[config.mk]
export PLATFORM = sky130hd
export DESIGN_NAME = zip_directory_entry_finder_unit
export DESIGN_NICKNAME = d
export VERILOG_FILES = /design/src/rtl/zdef_pkg.sv /design/src/rtl/zip_directory_entry_finder_unit.sv /design/src/rtl/zdef_in_reg.sv /design/src/rtl/zdef_parser.sv /design/src/rtl/zdef_out_reg.sv
export SDC_FILE = /design/constraint.sdc
export NUM_CORES = 2
export LEC_CHECK = 0
export ABC_CLOCK_PERIOD_IN_PS = 15200
export BUFFER_PORTS_ARGS = -buffer_cell sky130_fd_sc_hd__buf_2
export CAP_MARGIN = 20
export CORE_MARGIN = 4
export CORE_UTILIZATION = 55
export CTS_BUF_LIST = sky130_fd_sc_hd__clkbuf_8
export CTS_CLUSTER_SIZE = 20
export DETAILED_ROUTE_END_ITERATION = 10
export HOLD_SLACK_MARGIN = 0.12
export PLACE_DENSITY_LB_ADDON = 0.3
export SYNTH_ARGS = -nofsm -noshare
export SYNTH_HDL_FRONTEND = slang
export SYNTH_SLANG_ARGS = --single-unit
[constraint.sdc]
create_clock -name aclk -period 15.2 [get_ports aclk]
set_input_delay 0.76 -clock aclk [delete_from_list [all_inputs] [get_ports aclk]]
set_output_delay 0.76 -clock aclk [all_outputs]
set_load 0.02 [all_outputs]
[src/rtl/zdef_pkg.sv]
// Shared types, constants and helpers for the zip directory entry finder.
`default_nettype none

package zdef_pkg;

    // Longest wanted name that can ever match; capped by the 16-byte target registers.
    localparam int MAX_NAME_BYTES = 16;
    localparam int NAME_LIMIT = (MAX_NAME_BYTES < 16) ? MAX_NAME_BYTES : 16;

    localparam int POS_W = 18;
    localparam logic [POS_W-1:0] HEADER_BYTES = 18'd46;
    localparam logic [POS_W-1:0] HEADER_LAST  = 18'd45;
    localparam logic [31:0]      DIR_SIGNATURE = 32'h0201_4B50;
    localparam logic [15:0]      METHOD_STORED = 16'd0;
    localparam logic [15:0]      METHOD_DEFLATED = 16'd8;

    localparam int CFG_IDX_W = 2;
    localparam logic [CFG_IDX_W-1:0] CFG_DIR_SIZE    = 2'd0;
    localparam logic [CFG_IDX_W-1:0] CFG_TARGET_LEN  = 2'd1;
    localparam logic [CFG_IDX_W-1:0] CFG_TARGET_LOW  = 2'd2;
    localparam logic [CFG_IDX_W-1:0] CFG_TARGET_HIGH = 2'd3;

    localparam int RESULT_DATA_W = 152;

    typedef enum logic [2:0] {
        ST_NO_MATCH  = 3'd0,
        ST_MATCH     = 3'd1,
        ST_BAD_SIG   = 3'd2,
        ST_OVERRUN   = 3'd3,
        ST_EXHAUSTED = 3'd4
    } status_t;

    typedef struct packed {
        logic [7:0] data_byte;
        logic       start_of_directory;
    } item_t;

    typedef struct packed {
        logic  valid;
        item_t data;
    } item_req_t;

    typedef struct packed {
        status_t     status;
        logic [31:0] compressed_size;
        logic [31:0] uncompressed_size;
        logic [31:0] local_header_offset;
        logic [15:0] method;
        logic        encrypted;
        logic        name_safe;
        logic [15:0] name_length;
        logic [15:0] record_index;
    } result_t;

    typedef struct packed {
        logic    valid;
        result_t data;
    } result_req_t;

    function automatic logic is_letter(input logic [7:0] c);
        is_letter = (c >= 8'h41 && c <= 8'h5A) || (c >= 8'h61 && c <= 8'h7A);
    endfunction

endpackage

`default_nettype wire

[src/rtl/zip_directory_entry_finder_unit.sv]
// Top level of the zip central directory entry finder.
//
// Usage: after reset, write directory_size, target_length and the two target name
// words over the cfg channel (index 0..3), with the stream idle. Then stream the
// central directory on s_*, one byte per request; set s_tuser on the first byte.
// Each finished 46-byte header plus name, extra and comment yields one m_* request;
// a match, bad signature, overrun or exhausted directory yields a final request and
// the walk then ignores bytes until the next start byte.
// A byte accepted on s_* passes from the input register through one step of the
// parser into the result register.
// Throughput: one byte per cycle, set by the single-step parser update, unless m_* stalls.
// Reset clears the walk (stopped), all configuration and empties both holding registers.
// When the receiver stalls, the held result waits; one more byte may enter the
// input register, and s_tready drops until the result is taken.
`default_nettype none

module zip_directory_entry_finder_unit (
    input  wire logic                                aclk,
    input  wire logic                                aresetn,
    input  wire logic                                s_tvalid,
    output logic                                     s_tready,
    input  wire logic [7:0]                          s_tdata,  // [7:0] data_byte
    input  wire logic                                s_tuser,  // [0] start_of_directory
    output logic                                     m_tvalid,
    input  wire logic                                m_tready,
    // [31:0] compressed_size, [63:32] uncompressed_size, [95:64] local_header_offset,
    // [111:96] method, [112] encrypted, [113] name_safe, [129:114] name_length,
    // [145:130] record_index, [151:146] zero
    output logic [zdef_pkg::RESULT_DATA_W-1:0]       m_tdata,
    output logic [2:0]                               m_tuser,  // [2:0] status
    input  wire logic                                cfg_valid,
    output logic                                     cfg_ready,
    input  wire logic [zdef_pkg::CFG_IDX_W-1:0]      cfg_index,
    input  wire logic [63:0]                         cfg_data
);
    import zdef_pkg::*;

    item_t       s_item;
    item_req_t   item;
    result_req_t res;
    result_t     m_result;
    logic        space;
    logic        fire;

    assign s_item.data_byte          = s_tdata;
    assign s_item.start_of_directory = s_tuser;
    assign fire      = item.valid && space;
    assign cfg_ready = aresetn;

    zdef_in_reg u_in_reg (
        .aclk    (aclk),
        .aresetn (aresetn),
        .s_valid (s_tvalid),
        .s_ready (s_tready),
        .s_item  (s_item),
        .advance (fire),
        .item    (item)
    );

    zdef_parser u_parser (
        .aclk      (aclk),
        .aresetn   (aresetn),
        .fire      (fire),
        .item      (item.data),
        .cfg_write (cfg_valid && cfg_ready),
        .cfg_index (cfg_index),
        .cfg_data  (cfg_data),
        .res       (res)
    );

    zdef_out_reg u_out_reg (
        .aclk     (aclk),
        .aresetn  (aresetn),
        .load     (fire),
        .res      (res),
        .space    (space),
        .m_valid  (m_tvalid),
        .m_ready  (m_tready),
        .m_result (m_result)
    );

    assign m_tuser = m_result.status;
    assign m_tdata = {6'd0,
                      m_result.record_index,
                      m_result.name_length,
                      m_result.name_safe,
                      m_result.encrypted,
                      m_result.method,
                      m_result.local_header_offset,
                      m_result.uncompressed_size,
                      m_result.compressed_size};

`ifndef ASSERT_OFF
    a_match_is_safe: assert property (@(posedge aclk) disable iff (!aresetn)
        m_tvalid && m_result.status == ST_MATCH |-> m_result.name_safe
            && !m_result.encrypted)
        else $error("match reported on unsafe or encrypted entry");

    a_overrun_unsafe: assert property (@(posedge aclk) disable iff (!aresetn)
        m_tvalid && m_result.status == ST_OVERRUN |-> !m_result.name_safe)
        else $error("overrun result marked safe");

    a_stop_fields_zero: assert property (@(posedge aclk) disable iff (!aresetn)
        m_tvalid && (m_result.status == ST_BAD_SIG || m_result.status == ST_EXHAUSTED)
            |-> m_tdata[129:0] == '0)
        else $error("fields not cleared on bad signature or exhausted result");
`endif

endmodule

`default_nettype wire

[src/rtl/zdef_in_reg.sv]
// Input register stage: holds one accepted byte request until the parser takes it.
`default_nettype none

module zdef_in_reg (
    input  wire logic              aclk,
    input  wire logic              aresetn,
    input  wire logic              s_valid,
    output logic                   s_ready,
    input  wire zdef_pkg::item_t   s_item,
    input  wire logic              advance,
    output zdef_pkg::item_req_t    item
);
    import zdef_pkg::*;

    logic  valid_reg, valid_next;
    item_t data_reg, data_next;

    // no request is taken while reset is held
    assign s_ready = aresetn && (!valid_reg || advance);

    always_comb begin
        valid_next = valid_reg;
        data_next  = data_reg;
        if (s_valid && s_ready) begin
            valid_next = 1'b1;
            data_next  = s_item;
        end else if (advance) begin
            valid_next = 1'b0;
        end
    end

    always_ff @(posedge aclk) begin
        if (!aresetn) begin
            valid_reg <= 1'b0;
        end else begin
            valid_reg <= valid_next;
        end
        data_reg <= data_next;
    end

    assign item.valid = valid_reg;
    assign item.data  = data_reg;

endmodule

`default_nettype wire

[src/rtl/zdef_parser.sv]
// Record walker: configuration registers, running parse state and one-byte step logic.
`default_nettype none

module zdef_parser (
    input  wire logic                              aclk,
    input  wire logic                              aresetn,
    input  wire logic                              fire,
    input  wire zdef_pkg::item_t                   item,
    input  wire logic                              cfg_write,
    input  wire logic [zdef_pkg::CFG_IDX_W-1:0]    cfg_index,
    input  wire logic [63:0]                       cfg_data,
    output zdef_pkg::result_req_t                  res
);
    import zdef_pkg::*;

    // configuration
    logic [31:0]  dir_size_reg;
    logic [4:0]   target_len_reg;
    logic [63:0]  target_lo_reg;
    logic [63:0]  target_hi_reg;

    // walk state
    logic             stopped_reg, stopped_next;
    logic [31:0]      walked_reg, walked_next;
    logic [POS_W-1:0] pos_reg, pos_next;
    logic [POS_W-1:0] rec_len_reg, rec_len_next;
    logic [15:0]      entry_cnt_reg, entry_cnt_next;
    logic             unsafe_reg, unsafe_next;
    logic             mismatch_reg, mismatch_next;
    logic [15:0]      prev2_reg, prev2_next;
    logic             dotdot_reg, dotdot_next;

    // header fields (payload)
    logic [31:0] csize_reg, csize_next;
    logic [31:0] usize_reg, usize_next;
    logic [31:0] lfh_reg, lfh_next;
    logic [15:0] method_reg, method_next;
    logic        encrypted_reg, encrypted_next;
    logic [15:0] name_len_reg, name_len_next;
    logic [15:0] extra_len_reg, extra_len_next;
    logic [15:0] comment_len_reg, comment_len_next;

    logic [127:0] target_name;
    assign target_name = {target_hi_reg, target_lo_reg};

    always_comb begin
        logic             cur_stopped;
        logic [31:0]      cur_walked;
        logic [POS_W-1:0] p;
        logic [POS_W-1:0] i;
        logic [7:0]       b;
        logic [7:0]       prev;
        logic [7:0]       prevprev;
        logic [7:0]       tbyte;
        logic [1:0]       lfh_idx;
        logic             exhausted;
        logic             bad_sig;
        logic             overrun;
        logic             rec_end;
        logic             safe;
        logic             match;
        logic [32:0]      reach;

        stopped_next     = stopped_reg;
        walked_next      = walked_reg;
        pos_next         = pos_reg;
        rec_len_next     = rec_len_reg;
        entry_cnt_next   = entry_cnt_reg;
        unsafe_next      = unsafe_reg;
        mismatch_next    = mismatch_reg;
        prev2_next       = prev2_reg;
        dotdot_next      = dotdot_reg;
        csize_next       = csize_reg;
        usize_next       = usize_reg;
        lfh_next         = lfh_reg;
        method_next      = method_reg;
        encrypted_next   = encrypted_reg;
        name_len_next    = name_len_reg;
        extra_len_next   = extra_len_reg;
        comment_len_next = comment_len_reg;
        res              = '0;

        b           = item.data_byte;
        cur_stopped = item.start_of_directory ? 1'b0 : stopped_reg;
        cur_walked  = item.start_of_directory ? 32'd0 : walked_reg;
        p           = item.start_of_directory ? '0 : pos_reg;
        i           = p - HEADER_BYTES;
        prev        = 8'd0;
        prevprev    = 8'd0;
        tbyte       = 8'd0;
        lfh_idx     = 2'(p[1:0] - 2'd2);
        exhausted   = 1'b0;
        bad_sig     = 1'b0;
        overrun     = 1'b0;
        rec_end     = 1'b0;
        safe        = 1'b0;
        match       = 1'b0;
        reach       = '0;

        if (fire) begin
            if (item.start_of_directory) begin
                stopped_next   = 1'b0;
                walked_next    = 32'd0;
                pos_next       = '0;
                entry_cnt_next = 16'd0;
            end
            res.data.record_index = item.start_of_directory ? 16'd0 : entry_cnt_reg;

            if (!cur_stopped) begin
                if (p == '0) begin
                    unsafe_next   = 1'b0;
                    mismatch_next = 1'b0;
                    prev2_next    = 16'd0;
                    dotdot_next   = 1'b0;
                    rec_len_next  = HEADER_BYTES;
                    reach = {1'b0, cur_walked} + 33'(HEADER_BYTES);
                    exhausted = reach > {1'b0, dir_size_reg};
                end
                bad_sig = (p < 18'd4) && (b != DIR_SIGNATURE[8*p[1:0] +: 8]);

                if (exhausted) begin
                    res.valid       = 1'b1;
                    res.data.status = ST_EXHAUSTED;
                    stopped_next    = 1'b1;
                end else if (bad_sig) begin
                    res.valid       = 1'b1;
                    res.data.status = ST_BAD_SIG;
                    stopped_next    = 1'b1;
                end else begin
                    case (p) inside
                        18'd8:                      encrypted_next = b[0];
                        18'd10, 18'd11:             method_next[8*p[0] +: 8] = b;
                        [18'd20:18'd23]:            csize_next[8*p[1:0] +: 8] = b;
                        [18'd24:18'd27]:            usize_next[8*p[1:0] +: 8] = b;
                        18'd28, 18'd29:             name_len_next[8*p[0] +: 8] = b;
                        18'd30, 18'd31:             extra_len_next[8*p[0] +: 8] = b;
                        18'd32, 18'd33:             comment_len_next[8*p[0] +: 8] = b;
                        [18'd42:18'd45]:            lfh_next[8*lfh_idx +: 8] = b;
                        default:                    ;
                    endcase

                    if (p == HEADER_LAST) begin
                        rec_len_next = HEADER_BYTES + POS_W'(name_len_reg)
                                     + POS_W'(extra_len_reg) + POS_W'(comment_len_reg);
                        reach   = {1'b0, cur_walked} + 33'(rec_len_next);
                        overrun = reach > {1'b0, dir_size_reg};
                        rec_end = (name_len_reg == 16'd0) && (extra_len_reg == 16'd0)
                               && (comment_len_reg == 16'd0);
                    end else begin
                        rec_end = (p > HEADER_LAST) && (p + 18'd1 == rec_len_reg);
                    end

                    if (overrun) begin
                        res.valid       = 1'b1;
                        res.data.status = ST_OVERRUN;
                        stopped_next    = 1'b1;
                    end else begin
                        // entry name bytes: traversal checks and target compare
                        if (p >= HEADER_BYTES && i < POS_W'(name_len_reg)) begin
                            prev     = prev2_reg[7:0];
                            prevprev = prev2_reg[15:8];
                            if (i == '0 && (b == 8'h2F || b == 8'h5C)) unsafe_next = 1'b1;
                            if (i == 18'd1 && is_letter(prev) && b == 8'h3A) unsafe_next = 1'b1;
                            if (b == 8'h00 || b == 8'h5C) unsafe_next = 1'b1;
                            if (dotdot_reg && b == 8'h2F) unsafe_next = 1'b1;
                            dotdot_next = 1'b0;
                            if (b == 8'h2E && i >= 18'd1 && prev == 8'h2E
                                    && (i == 18'd1 || prevprev == 8'h2F)) begin
                                if (i + 18'd1 == POS_W'(name_len_reg)) begin
                                    unsafe_next = 1'b1;
                                end else begin
                                    dotdot_next = 1'b1;
                                end
                            end
                            tbyte = target_name[8*i[3:0] +: 8];
                            if (i < POS_W'(target_len_reg) && i < POS_W'(NAME_LIMIT)
                                    && tbyte != b) begin
                                mismatch_next = 1'b1;
                            end
                            prev2_next = {prev, b};
                        end

                        if (rec_end) begin
                            if (name_len_next == 16'd0) unsafe_next = 1'b1;
                            safe  = !unsafe_next;
                            match = !encrypted_next
                                 && (method_next == METHOD_STORED
                                     || method_next == METHOD_DEFLATED)
                                 && safe
                                 && name_len_next == 16'(target_len_reg)
                                 && target_len_reg <= 5'(NAME_LIMIT)
                                 && !mismatch_next;
                            res.valid       = 1'b1;
                            res.data.status = match ? ST_MATCH : ST_NO_MATCH;
                            if (match) begin
                                stopped_next = 1'b1;
                            end else begin
                                walked_next = cur_walked + 32'(rec_len_next);
                                pos_next    = '0;
                                if (res.data.record_index != 16'hFFFF) begin
                                    entry_cnt_next = res.data.record_index + 16'd1;
                                end
                            end
                        end else begin
                            pos_next = p + 18'd1;
                        end
                    end

                    if (res.valid) begin
                        res.data.compressed_size     = csize_next;
                        res.data.uncompressed_size   = usize_next;
                        res.data.local_header_offset = lfh_next;
                        res.data.method              = method_next;
                        res.data.encrypted           = encrypted_next;
                        res.data.name_safe           = safe;
                        res.data.name_length         = name_len_next;
                    end
                end
            end
        end
    end

    always_ff @(posedge aclk) begin
        if (!aresetn) begin
            dir_size_reg   <= 32'd0;
            target_len_reg <= 5'd0;
            target_lo_reg  <= 64'd0;
            target_hi_reg  <= 64'd0;
            stopped_reg    <= 1'b1;
            walked_reg     <= 32'd0;
            pos_reg        <= '0;
            rec_len_reg    <= HEADER_BYTES;
            entry_cnt_reg  <= 16'd0;
            unsafe_reg     <= 1'b0;
            mismatch_reg   <= 1'b0;
            prev2_reg      <= 16'd0;
            dotdot_reg     <= 1'b0;
        end else begin
            if (cfg_write) begin
                unique case (cfg_index)
                    CFG_DIR_SIZE:    dir_size_reg   <= cfg_data[31:0];
                    CFG_TARGET_LEN:  target_len_reg <= cfg_data[4:0];
                    CFG_TARGET_LOW:  target_lo_reg  <= cfg_data;
                    CFG_TARGET_HIGH: target_hi_reg  <= cfg_data;
                    default:         ;
                endcase
            end
            stopped_reg   <= stopped_next;
            walked_reg    <= walked_next;
            pos_reg       <= pos_next;
            rec_len_reg   <= rec_len_next;
            entry_cnt_reg <= entry_cnt_next;
            unsafe_reg    <= unsafe_next;
            mismatch_reg  <= mismatch_next;
            prev2_reg     <= prev2_next;
            dotdot_reg    <= dotdot_next;
        end
        csize_reg       <= csize_next;
        usize_reg       <= usize_next;
        lfh_reg         <= lfh_next;
        method_reg      <= method_next;
        encrypted_reg   <= encrypted_next;
        name_len_reg    <= name_len_next;
        extra_len_reg   <= extra_len_next;
        comment_len_reg <= comment_len_next;
    end

`ifndef ASSERT_OFF
    a_stop_after_final: assert property (@(posedge aclk) disable iff (!aresetn)
        fire && res.valid && res.data.status != ST_NO_MATCH |=> stopped_reg)
        else $error("walk kept going after a terminating result");

    a_result_needs_fire: assert property (@(posedge aclk) disable iff (!aresetn)
        res.valid |-> fire)
        else $error("result produced without a byte");

    a_pos_in_record: assert property (@(posedge aclk) disable iff (!aresetn)
        !stopped_reg && pos_reg > HEADER_LAST |-> pos_reg < rec_len_reg)
        else $error("record position ran past record length");
`endif

endmodule

`default_nettype wire

[src/rtl/zdef_out_reg.sv]
// Result register: holds one result request until the receiver takes it.
`default_nettype none

module zdef_out_reg (
    input  wire logic                   aclk,
    input  wire logic                   aresetn,
    input  wire logic                   load,
    input  wire zdef_pkg::result_req_t  res,
    output logic                        space,
    output logic                        m_valid,
    input  wire logic                   m_ready,
    output zdef_pkg::result_t           m_result
);
    import zdef_pkg::*;

    logic    valid_reg, valid_next;
    result_t data_reg, data_next;

    // a slot frees up in the same cycle the receiver takes the held result
    assign space = !valid_reg || m_ready;

    always_comb begin
        valid_next = valid_reg;
        data_next  = data_reg;
        if (load && res.valid) begin
            valid_next = 1'b1;
            data_next  = res.data;
        end else if (m_ready) begin
            valid_next = 1'b0;
        end
    end

    always_ff @(posedge aclk) begin
        if (!aresetn) begin
            valid_reg <= 1'b0;
        end else begin
            valid_reg <= valid_next;
        end
        data_reg <= data_next;
    end

    assign m_valid  = valid_reg;
    assign m_result = data_reg;

endmodule

`default_nettype wire
==> flow_summary.yaml <==
grt:
  grt.total_usage: 0.2925
  overflow: 0
  wire_length_of_the_first_global_routing_pass_um: 149500
  pin_count_of_the_biggest_net_entering_global_routing: 188
  grt_antenna_before_repair: 6
  grt_pass1_vias: 26194
yosys:
  post_synth_edffs: 319
  synth-warning-count: 0
  area_fraction_of_the_dominant_cell_type_after_synthesis: 0.2862
  register_area_share_after_synthesis: 0.4483
  synth_most_common_cell: "sky130_fd_sc_hd__nand2_1"
  synthMuxAreaShare: 0.03309
  synthCells: 3685
  avgSynthCellArea_um2: 9.082
  dominantRegCellSynth: "sky130_fd_sc_hd__edfxtp_1"
  synthXorXnorAreaFrac: 0.04640
  synth_area_um2: 33470
  cells_taking_the_most_area_after_synthesis: "sky130_fd_sc_hd__edfxtp_1 29%, sky130_fd_sc_hd__dfxtp_1 16%, sky130_fd_sc_hd__nand2_1 8.1%, sky130_fd_sc_hd__ha_1 5.9%, sky130_fd_sc_hd__a21oi_1 3.8%"
  ys_ff_latch: 590
  basic_gate_share_of_the_synthesized_area_counting_and_or_nand_and_nor_cells: 0.2158
  synth-compound-area-share: 0.1389
  synthTopCellsByCount: "726 x sky130_fd_sc_hd__nand2_1, 319 x sky130_fd_sc_hd__edfxtp_1, 271 x sky130_fd_sc_hd__dfxtp_1"
  synth_fa_ha_area_frac: 0.07081
  yosys.cell_types.count: 98
  combinational_family_with_the_most_area_after_synthesis: "simple AND/OR/NAND/NOR gates"
  synth-async-reset-ratio: 0
  synth_top_cell_by_area: "sky130_fd_sc_hd__edfxtp_1"
flow_run:
  drv_cap: 0
place:
  placement.cell_area_um2: 35130
  place.port_buffers: 231
  post_dp_hpwl_um: 69110
  dp_cells: 4525
  gp_congestion: 0.9823
setup_path:
  worstSetupEndpoint: "u_out_reg.m_result[56]"
  rr_startpoint: "u_parser.name_len_reg[1]"
  reg2reg_slack_ns: 5.02
  worst-setup-path-type: "reg2reg"
  slowest_cell_on_the_critical_path: "sky130_fd_sc_hd__buf_4"
  critical-path-max-stage-delay_ns: 0.66
  reg2reg_to: "u_out_reg.m_result[56]"
  worst_setup_path_start_kind: "flop"
  critPathTopFamily: "simple AND/OR/NAND/NOR gates"
  timing.critical_path.depth: 39
  worst_path_arrival_time_ns: 10.72
  worstSetupStartpoint: "u_parser.name_len_reg[1]"
  reg2reg_depth: 39
  worstPathBufferInverterCount: 6
  critPathMaxFanout: 100
  end_kind: "flop"
  cp_data_required_time_ns: 15.75
final_layout:
  flow.area_growth_from_synthesis_pct: 10.44
  num-nets-final: 4101
  finish.instance_area_um2: 36960
  drive_above_1_share: 0.1298
  register_area_um2: 15000
  fillers: 5177
  flip_flop_count_of_the_largest_register_after_layout: 149
  multi_input_area_um2: 16970
  final_cells: 4700
timing:
  fmaxAchievable_mhz: 98.25
  fin_tns_setup_ns: 0
  hold_viol_final: 0
  setup_viol: 0
  finalCritPeriodShare: 0.6696
  finClkSkew_ns: 0.04996
  final.min_clock_period_ns: 10.18
  worst_slew_pin_slew_ns: 1.194
  fin_hold_ws_ns: 0.2466
  finalMaxSlewViolations: 0
  timing.slew.headroom: 0.2039
  rsz0062_at_grt: "false"
hold_path:
  min_delay_worst_type: "in2reg"
  hold_start: "s_tdata[1]"
floorplan:
  die_width_um: 254.7
  start_util: 0.5555
  coreArea_um2: 60250
  dieHeight_um: 254.7
  floorplan_row_count: 90
  floorplan.die_area_um2: 64860
  io_pins: 238
pwr:
  power.leakage_nw: 14.61
  power.total_w: 0.003204
  power_density_over_the_cells_nw_per_um2: 86.69
  irDropWorstVdd_mv: 0.07769
drt:
  wl_um: 98080
  routed_wire_length_per_instance_um: 20.87
  antenna_left: 0
  initialDrtViolationCount: 3432
  route.detailed.drc: 0
  detailedRoute.firstPassIterationCount: 6
  num_vias: 28438
  via_per_inst: 6.051
clock_tree:
  cts-hold-fix-buffers: 0
  cts_max_level: 3
  clock_path_buffers: 3
  cts-root-buf: "sky130_fd_sc_hd__clkbuf_8"
  cts_made_buffers: 97
  number_of_clock_sinks: 590
  ctsResizeCount: 0
  clkSlewWorstSetupHoldPaths_ns: 0.06
  worstSkewPairLatency_ns: 0.72
  post_cts.repair.setup_buffers: 0
  tritoncts: "built"
outcome:
  outcome: "completed"
[cells in the final DEF, fill, tap and decap left out, types with 26 or more instances in the layout]
master | netlist | layout
sky130_fd_sc_hd__a21o_1 | 46 | 46
sky130_fd_sc_hd__a21oi_1 | 256 | 256
sky130_fd_sc_hd__and3_1 | 130 | 130
sky130_fd_sc_hd__buf_2 | 10 | 231
sky130_fd_sc_hd__buf_4 | 9 | 47
sky130_fd_sc_hd__clkbuf_8 | 0 | 108
sky130_fd_sc_hd__dfxtp_1 | 271 | 271
sky130_fd_sc_hd__edfxtp_1 | 319 | 319
sky130_fd_sc_hd__ha_1 | 159 | 159
sky130_fd_sc_hd__inv_1 | 169 | 204
sky130_fd_sc_hd__mux2_2 | 33 | 33
sky130_fd_sc_hd__mux2i_1 | 48 | 48
sky130_fd_sc_hd__nand2_1 | 726 | 726
sky130_fd_sc_hd__nand2b_1 | 29 | 26
sky130_fd_sc_hd__nand3_1 | 103 | 103
sky130_fd_sc_hd__nand4_1 | 47 | 47
sky130_fd_sc_hd__nor2_1 | 175 | 172
sky130_fd_sc_hd__nor2b_1 | 85 | 84
sky130_fd_sc_hd__nor3_1 | 57 | 56
sky130_fd_sc_hd__nor4_1 | 46 | 45
sky130_fd_sc_hd__o21ai_0 | 163 | 162
sky130_fd_sc_hd__o31ai_1 | 46 | 46
sky130_fd_sc_hd__xnor2_1 | 124 | 124
sky130_fd_sc_hd__xor2_1 | 48 | 48
[report_power, final]
group	leakage, nW	switching [W]	internal [W]
Sequential	4.57	0.0000137	0.00169
Clock	1.06	0.000659	0.000671
Combinational	8.98	0.000117	0.0000498
[final cells by class]
class / instances / area share
multi-input cells: 2702 / 0.4592
flip-flops and latches: 590 / 0.4060
repair buffers: 279 / 0.04137
clock buffers: 108 / 0.04022
well taps: 782 / 0.02647
inverters: 173 / 0.01771
clock inverters: 63 / 0.008903
diodes: 3 / 0.0002031
[logic make-up (layout without fill, tap and decap cells)]
logic type,Yosys count,count (layout)
multiplexers,93,93
AND/OR/NAND/NOR,1519,1519
XOR/XNOR,174,174
other,1,9
adder cells (fa/ha/maj),178,178
buffers and inverters,398,623
AO/OA/AOI/OAI,732,732
flip-flops,590,590
[how the worst min path moves through the flow]
| stage | to | slack [ns] | cells past startpoint |
|---|---|---|---|
| floorplan | u_parser.target_hi_reg[33] | 0.43 | 2 |
| global placement | u_parser.target_lo_reg[39] | 0.44 | 2 |
| detailed placement | u_parser.target_hi_reg[40] | 0.44 | 2 |
| CTS | u_in_reg.item[2] | 0.19 | 1 |
| global route | u_in_reg.item[2] | 0.20 | 1 |
| finish | u_in_reg.item[2] | 0.25 | 1 |
[stage by stage]
stage,worst slack (ns),utilization
after floorplan,3.896,-
after CTS,5.237,0.6132
after detailed placement,5.261,0.5831
final,5.022,0.6135
after global placement,5.415,0.5831
after global routing,4.337,0.6134
[metal layers]
metal	wire length, um	track usage	vias to the layer above
li1	-	-	13386
met1	41170	0.4122	13363
met2	43440	0.4476	1447
met3	9580	0.06119	240
met4	3890	0.1121	2
met5	7	0	-
Note: power is estimated with default switching activity, not from simulation.
